**src/rtl/dcst_pkg.sv**
```systemverilog
// ----------------------------------------------------------------------------
// dcst_pkg
// Shared types, codes and helpers of the deadline countdown scheduler.
// ----------------------------------------------------------------------------
package dcst_pkg;

  localparam int S_DATA_W = 48;
  localparam int M_DATA_W = 40;
  localparam int TIME_W   = 16;

  typedef enum logic [1:0] {
    MODE_TICK  = 2'd0,
    MODE_WRITE = 2'd1,
    MODE_READ  = 2'd2
  } mode_t;

  typedef enum logic [1:0] {
    TS_DORMANT = 2'd0,
    TS_READY   = 2'd1,
    TS_RUNNING = 2'd2,
    TS_BLOCKED = 2'd3
  } task_state_t;

  typedef struct packed {
    task_state_t       state;
    logic [TIME_W-1:0] period;
    logic [TIME_W-1:0] remaining;
  } task_entry_t;

  // 0 or 1 reloads from the period, otherwise step down by one
  function automatic logic [TIME_W-1:0] count_down(input logic [TIME_W-1:0] rem,
                                                   input logic [TIME_W-1:0] period);
    return (rem <= TIME_W'(1)) ? period : rem - TIME_W'(1);
  endfunction

endpackage

```
**src/rtl/dcst_cell.sv**
```systemverilog
// ----------------------------------------------------------------------------
// dcst_cell
// One task entry of the table; shifts toward the head or loads directly.
// ----------------------------------------------------------------------------
module dcst_cell (
  input  logic                 clk,
  input  logic                 rst,
  input  logic                 shift_en,
  input  dcst_pkg::task_entry_t shift_in,
  input  logic                 load_en,
  input  dcst_pkg::task_entry_t load_data,
  output dcst_pkg::task_entry_t q
);
  import dcst_pkg::*;

  always_ff @(posedge clk) begin
    if (rst) begin
      q <= '{state: TS_DORMANT, period: '0, remaining: '0};
    end else if (shift_en) begin
      q <= shift_in;
    end else if (load_en) begin
      q <= load_data;
    end
  end

endmodule

```
**src/rtl/dcst_update.sv**
```systemverilog
// ----------------------------------------------------------------------------
// dcst_update
// Tick update of the entry leaving the head of the chain, plus the
// earlier-deadline compare against the running task.
// ----------------------------------------------------------------------------
module dcst_update #(
  parameter int IDX_W = 4
) (
  input  dcst_pkg::task_entry_t                  entry_in,
  input  logic [IDX_W-1:0]                       k,
  input  logic [IDX_W-1:0]                       cur,
  input  logic [dcst_pkg::TIME_W-1:0]            cur_rem,
  output dcst_pkg::task_entry_t                  entry_out,
  output logic                                   hit
);
  import dcst_pkg::*;

  always_comb begin
    entry_out = entry_in;
    hit       = 1'b0;
    if (k != '0) begin
      if (k == cur) begin
        entry_out.remaining = cur_rem;
      end else if (entry_in.state != TS_DORMANT) begin
        entry_out.remaining = count_down(entry_in.remaining, entry_in.period);
        if (entry_in.remaining <= TIME_W'(1)) begin
          entry_out.state = TS_READY;
        end
      end
      hit = (entry_out.state == TS_READY) && (entry_out.remaining < cur_rem);
    end
  end

endmodule

```
**src/rtl/deadline_countdown_scheduler_tick_core.sv**
```systemverilog
// ----------------------------------------------------------------------------
// deadline_countdown_scheduler_tick_core
// Earliest-deadline style task table with a countdown tick.
// ----------------------------------------------------------------------------
// Input stream s_*: s_tuser is the item kind (tick, write entry, read entry).
// Each accepted transfer yields exactly one transfer on m_*.
// Write and read items need no walk: the result is registered at the
// accept edge. A tick walks the table through a ring of TASK_COUNT cells,
// one entry per cycle through a single update unit at the head, then takes
// a done step (ST_DONE) to mark the running task ready on preemption and
// register the result.
// Disabled ticks, out-of-range indexes and the unused kind return zeros at
// once. Items are taken one at a time; a new item is accepted while the last
// result is being taken. While m_tready is low the result holds and s_tready
// stays low. cfg_wen writes scheduler_enable, no read-back.
// rst (synchronous) clears the table to dormant/zero, disables the scheduler
// and drops m_tvalid.
// ----------------------------------------------------------------------------
module deadline_countdown_scheduler_tick_core #(
  parameter int TASK_COUNT = 16
) (
  input  logic                          clk,
  input  logic                          rst,
  input  logic                          s_tvalid,
  output logic                          s_tready,
  // run_task[3:0], task_index[7:4], task_state_in[9:8],
  // period_in[25:10], remaining_in[41:26], zero pad
  input  logic [dcst_pkg::S_DATA_W-1:0] s_tdata,
  // mode[1:0]
  input  logic [1:0]                    s_tuser,
  output logic                          m_tvalid,
  input  logic                          m_tready,
  // preempt[0], task_state_out[2:1], period_out[18:3],
  // remaining_out[34:19], zero pad
  output logic [dcst_pkg::M_DATA_W-1:0] m_tdata,
  input  logic                          cfg_wen,
  input  logic                          cfg_wdata
);
  import dcst_pkg::*;

  localparam int IDX_W = $clog2(TASK_COUNT);
  localparam logic [IDX_W-1:0] LAST_STEP = IDX_W'(TASK_COUNT - 1);

  typedef enum logic [1:0] {ST_IDLE, ST_RUN, ST_DONE} fsm_t;

  fsm_t                state;
  logic                scheduler_enable;
  logic [IDX_W-1:0]    step;
  logic [IDX_W-1:0]    cur;
  logic [TIME_W-1:0]   cur_rem;
  logic                hit;

  task_entry_t         cells_q [TASK_COUNT];
  task_entry_t         tail_in;
  logic                step_hit;
  logic                shift_en;
  logic                load_valid;
  logic [IDX_W-1:0]    load_idx;
  task_entry_t         load_data;

  logic                accept;
  logic [3:0]          in_cur;
  logic [3:0]          in_idx;
  logic                cur_ok;
  logic                idx_ok;
  logic [IDX_W-1:0]    in_cur_i;
  logic [IDX_W-1:0]    in_idx_i;
  task_entry_t         cur_entry;
  task_entry_t         idx_entry;
  task_entry_t         done_entry;
  logic [TIME_W-1:0]   cur_rem_next;

  assign in_cur   = s_tdata[3:0];
  assign in_idx   = s_tdata[7:4];
  assign cur_ok   = int'(in_cur) < TASK_COUNT;
  assign idx_ok   = int'(in_idx) < TASK_COUNT;
  assign in_cur_i = IDX_W'(in_cur);
  assign in_idx_i = IDX_W'(in_idx);

  assign s_tready = (state == ST_IDLE) && (!m_tvalid || m_tready);
  assign accept   = s_tvalid && s_tready;
  assign shift_en = (state == ST_RUN);

  always_comb begin
    cur_entry  = '{state: TS_DORMANT, period: '0, remaining: '0};
    idx_entry  = '{state: TS_DORMANT, period: '0, remaining: '0};
    if (cur_ok) cur_entry = cells_q[in_cur_i];
    if (idx_ok) idx_entry = cells_q[in_idx_i];
    done_entry       = cells_q[cur];
    done_entry.state = TS_READY;
  end

  assign cur_rem_next = (in_cur == 4'd0) ? cur_entry.remaining
                      : count_down(cur_entry.remaining, cur_entry.period);

  always_comb begin
    load_valid = 1'b0;
    load_idx   = in_idx_i;
    load_data  = '{state:     task_state_t'(s_tdata[9:8]),
                   period:    s_tdata[25:10],
                   remaining: s_tdata[41:26]};
    if (state == ST_IDLE) begin
      load_valid = accept && (mode_t'(s_tuser) == MODE_WRITE) && idx_ok;
    end else if (state == ST_DONE) begin
      load_valid = hit;
      load_idx   = cur;
      load_data  = done_entry;
    end
  end

  for (genvar i = 0; i < TASK_COUNT; i++) begin : g_cell
    task_entry_t sin;
    if (i == TASK_COUNT - 1) begin : g_tail
      assign sin = tail_in;
    end else begin : g_mid
      assign sin = cells_q[i+1];
    end
    dcst_cell u_cell (
      .clk       (clk),
      .rst       (rst),
      .shift_en  (shift_en),
      .shift_in  (sin),
      .load_en   (load_valid && (load_idx == IDX_W'(i))),
      .load_data (load_data),
      .q         (cells_q[i])
    );
  end

  dcst_update #(.IDX_W(IDX_W)) u_update (
    .entry_in  (cells_q[0]),
    .k         (step),
    .cur       (cur),
    .cur_rem   (cur_rem),
    .entry_out (tail_in),
    .hit       (step_hit)
  );

  always_ff @(posedge clk) begin
    if (rst) begin
      state            <= ST_IDLE;
      m_tvalid         <= 1'b0;
      scheduler_enable <= 1'b0;
      step             <= '0;
      hit              <= 1'b0;
    end else begin
      if (cfg_wen) scheduler_enable <= cfg_wdata;
      case (state)
        ST_IDLE: begin
          if (m_tvalid && m_tready) m_tvalid <= 1'b0;
          if (accept) begin
            case (mode_t'(s_tuser))
              MODE_TICK: begin
                if (scheduler_enable && cur_ok) begin
                  state   <= ST_RUN;
                  step    <= '0;
                  hit     <= 1'b0;
                  cur     <= in_cur_i;
                  cur_rem <= cur_rem_next;
                end else begin
                  m_tvalid <= 1'b1;
                  m_tdata  <= '0;
                end
              end
              MODE_READ: begin
                m_tvalid <= 1'b1;
                m_tdata  <= M_DATA_W'({idx_entry.remaining, idx_entry.period,
                                       idx_entry.state, 1'b0});
              end
              default: begin
                m_tvalid <= 1'b1;
                m_tdata  <= '0;
              end
            endcase
          end
        end
        ST_RUN: begin
          step <= step + IDX_W'(1);
          hit  <= hit | step_hit;
          if (step == LAST_STEP) state <= ST_DONE;
        end
        ST_DONE: begin
          m_tvalid <= 1'b1;
          m_tdata  <= M_DATA_W'(hit);
          state    <= ST_IDLE;
        end
        default: state <= ST_IDLE;
      endcase
    end
  end

endmodule

```
**config.mk**
```make
export PLATFORM = sky130hd
export DESIGN_NAME = deadline_countdown_scheduler_tick_core
export DESIGN_NICKNAME = d
export VERILOG_FILES = /design/src/rtl/dcst_pkg.sv /design/src/rtl/dcst_cell.sv /design/src/rtl/dcst_update.sv /design/src/rtl/deadline_countdown_scheduler_tick_core.sv
export SDC_FILE = /design/constraint.sdc
export NUM_CORES = 2
export LEC_CHECK = 0
export BUFFER_PORTS_ARGS = -buffer_cell sky130_fd_sc_hd__buf_2
export CAP_MARGIN = 15
export CORE_MARGIN = 8
export CORE_UTILIZATION = 50
export CTS_BUF_LIST = sky130_fd_sc_hd__clkbuf_8
export CTS_CLUSTER_SIZE = 25
export DETAILED_ROUTE_END_ITERATION = 6
export PLACE_DENSITY = 0.76
export SETUP_SLACK_MARGIN = 0.1
export SYNTH_ARGS = -nofsm -noshare
export SYNTH_HDL_FRONTEND = slang
export SYNTH_SLANG_ARGS = --single-unit
```
**constraint.sdc**
```tcl
create_clock -name clk -period 4.5 [get_ports clk]
set_input_delay 0.9 -clock clk [delete_from_list [all_inputs] [get_ports clk]]
set_output_delay 0.9 -clock clk [all_outputs]
set_load 0.02 [all_outputs]
```
==> summary.txt <==
Placement
  • Placer Congestion: 1.04
  • Detailed Place HPWL: 91.8 mm
  • Port Buffers: 86

Timing
  • Setup Viol. Count Final: 0
  • TNS Setup: 0 ns
  • Clock skew: 0.0389 ns
  • F_max: 249 MHz
  • Worst Tran Pin Value: 1.23 ns
  • Slew Limit Fails: 0
  • Hold WS: 0.372 ns
  • Fin crit share: 0.891
  • Min Tclk post-route: 4.01 ns
  • Final count of hold timing violations: 0
  • RSZ-0062 raised after global routing: false
  • Slew margin rel.: 0.179

CTS
  • Hold buffers post-CTS: 0
  • Postcts setup bufs: 0
  • Maximum root-to-sink buffer count: 3
  • CTS Buf Count: 102
  • H-tree Lvls: 3
  • Clock Pin Slew Worst Setup and Hold Paths: 0.07 ns
  • Sink Count: 608
  • Skew-Pair Late Insertion Delay: 0.76 ns
  • CTS tree: done
  • Resized Gates After CTS: 0
  • Root buf cell: clkbuf_8

Worst setup path
  • Flop-to-flop setup slack: 0.49 ns
  • Crit start category: flip-flop
  • Arr. time, crit path: about 4.6 ns
  • Reg-to-reg startpoint: g_cell[0].u_cell.q[9]
  • Crit-path max FO: 10
  • Required @ worst endpoint: 5.13 ns
  • Worst Setup End Kind: flip-flop
  • Reg2reg end: hit
  • Setup CP Type: reg -> reg
  • Worst setup startpoint: g_cell[0].u_cell.q[9]
  • Cell depth of the worst flop-to-flop path: 12

Run
  • Max Cap Viol: 0

Synth
  • Post-synth top area cell: dfxtp_1
  • Largest cells by area after synthesis: dfxtp_1 29%, mux4_2 26%, nand2_1 9.5%
  • Syn avg cell area: between 9 and 10 um2
  • Post-synth top cells: 980 x nand2_1, 553 x dfxtp_1, 447 x mux4_2, 322 x clkbuf_1, 280 x nor2_1
  • Post-synth ARST share: 0
  • Top FF cell, synth: dfxtp_1
  • Synthesis-stage register bit count: 608
  • Synthesized instance count: 4,118
  • Register area share after synthesis: 0.330
  • Yosys warnings: 0
  • Post-synthesis cell type count: 84
  • Post-synth top area share: 0.287
  • Synthesized area: 0.0386 mm2
  • Most numerous cell in the Yosys netlist: nand2_1
  • Post-synth EDFFs: 55

Route
  • Via/cell ratio: 7.18
  • Wirelength, routed: 147 mm
  • Drt drc: 4
  • Vias: between 30,000 and 40,000
  • Antenna Violating Nets Remaining: 0
  • Iter 0 DRT Violations: 6,043
  • Post-DR wirelength/cell: about 28 um
  • Drt pass-1 iters: 7

Die
  • Std cell rows: a little over 100
  • Starting density of the core: 0.501
  • Core area: 0.0770 mm2
  • Die height: 294 um
  • Top-Level Pins: 98
  • Die width: 294 um
  • Die area: 0.0863 mm2

Global routing
  • Global-route track usage on met2: 0.465
  • Number of global-route vias before repair: roughly 35,000
  • GRT overflow: 0
  • Initial antenna violation count: 5
  • Met3 Use GR: 0.120
  • First-pass GRT wire length: 218 mm
  • Total GRT Usage: 0.329
  • GRT busiest layer: met2
  • Largest net degree at the start of global routing: 159
  • GRT met1 Usage: 0.421

Pwr
  • Leak: 0.0138 uW
  • Overall power: 12,300 uW
  • Max IR drop VDD: between 200 and 300 uV
  • PwrDens: 290 mW/mm2

Min path
  • Worst hold endpoint: scheduler_enable
  • Hold_sp: cfg_wdata
  • Hold Path Class: in -> reg
  • Hold Path Depth: 3

Layout
  • Share of layout cells above drive strength 1: 0.220
  • Syn-to-layout area delta: 10.4%
  • # nets final: 4,106
  • Final Util: 0.553

Run status
  • Run status: complete, but fails checks
  • Violated checks: DRC
## stage by stage
stage	std cells	setup slack, ns	area (um2)
after floorplan	4122	0.402	38600
after global placement	4955	0.323	40400
after detailed placement	4956	0.277	40400
after CTS	5144	0.582	42500
after global routing	5155	0.334	42600
final	5157	0.492	42600
## power breakdown
| group | switching (uW) | internal, uW |
|---|---|---|
| logic | 936 | 520 |
| registers | 109 | 5560 |
| clock network | 2500 | 2720 |
| total | 3540 | 8810 |
## per-layer routing
metal	routed length, um	up-vias
met5	157	-
met3	23500	718
met2	61000	3229
li1	-	15400
met1	50500	17700
met4	11400	4
## how the worst max path moves through the flow
stage,to,cells after the start
after floorplan,cur_rem[4],12
after global placement,cur_rem[4],9
after detailed placement,cur_rem[4],9
after CTS,hit,12
after global routing,hit,12
final,hit,12
## placed cells by master (no fill, tap or decap), types with 80 or more instances in the layout
cell,synthesis,final
nand2_1,980,977
dfxtp_1,553,553
mux4_2,447,447
nor2_1,280,279
a31oi_1,247,241
a21oi_1,215,205
a22oi_1,151,151
clkbuf_8,0,132
buf_4,25,126
nor3_1,82,80
## worst max-delay path, stage by stage, from the launching register on
cell	delay, ns
dfxtp_1	0.41
or4_4	0.60
or4_1	0.49
nor2_1	0.49
o21ai_0	0.27
a21oi_1	0.26
o31a_1	0.19
a21oi_1	0.05
ha_1	0.32
nand4_1	0.09
or2_2	0.31
nor4_1	0.30
o31ai_1	0.10
## kinds of logic (layout without fill, tap and decap cells)
group                    count (synthesis)  count (layout)  synth area share
flip-flops                             608             608             0.330
other                                    1               9         0.0000972
buffers and inverters                  475             466            0.0515
multiplexers                           537             537             0.285
adder cells (fa/ha/maj)                 22              22           0.00707
AO/OA/AOI/OAI                          962             962             0.165
XOR/XNOR                                 6               6           0.00136
AND/OR/NAND/NOR                       1507            1507             0.160
## layout make-up
type / count / area (um2)
tap: 1040 / 1300
clock buffer: 130 / 1790
antenna: 4 / 10.0
inverter: 36 / 135
multi-input combinational: 3039 / 24300
timing repair buffer: 242 / 2020
clock inverter: 58 / 345
sequential: 608 / 12700
fill: 6481 / 34400
## flip-flops by register name (all words and copies together), names as in the netlist
name              cells
g_cell.u_cell.q     544
state                 2
hit                   1
m_tvalid              1
cur_rem              16
cur                   4
m_tdata              35
step                  4
scheduler_enable      1
Note: power is estimated with default switching activity, not from simulation.
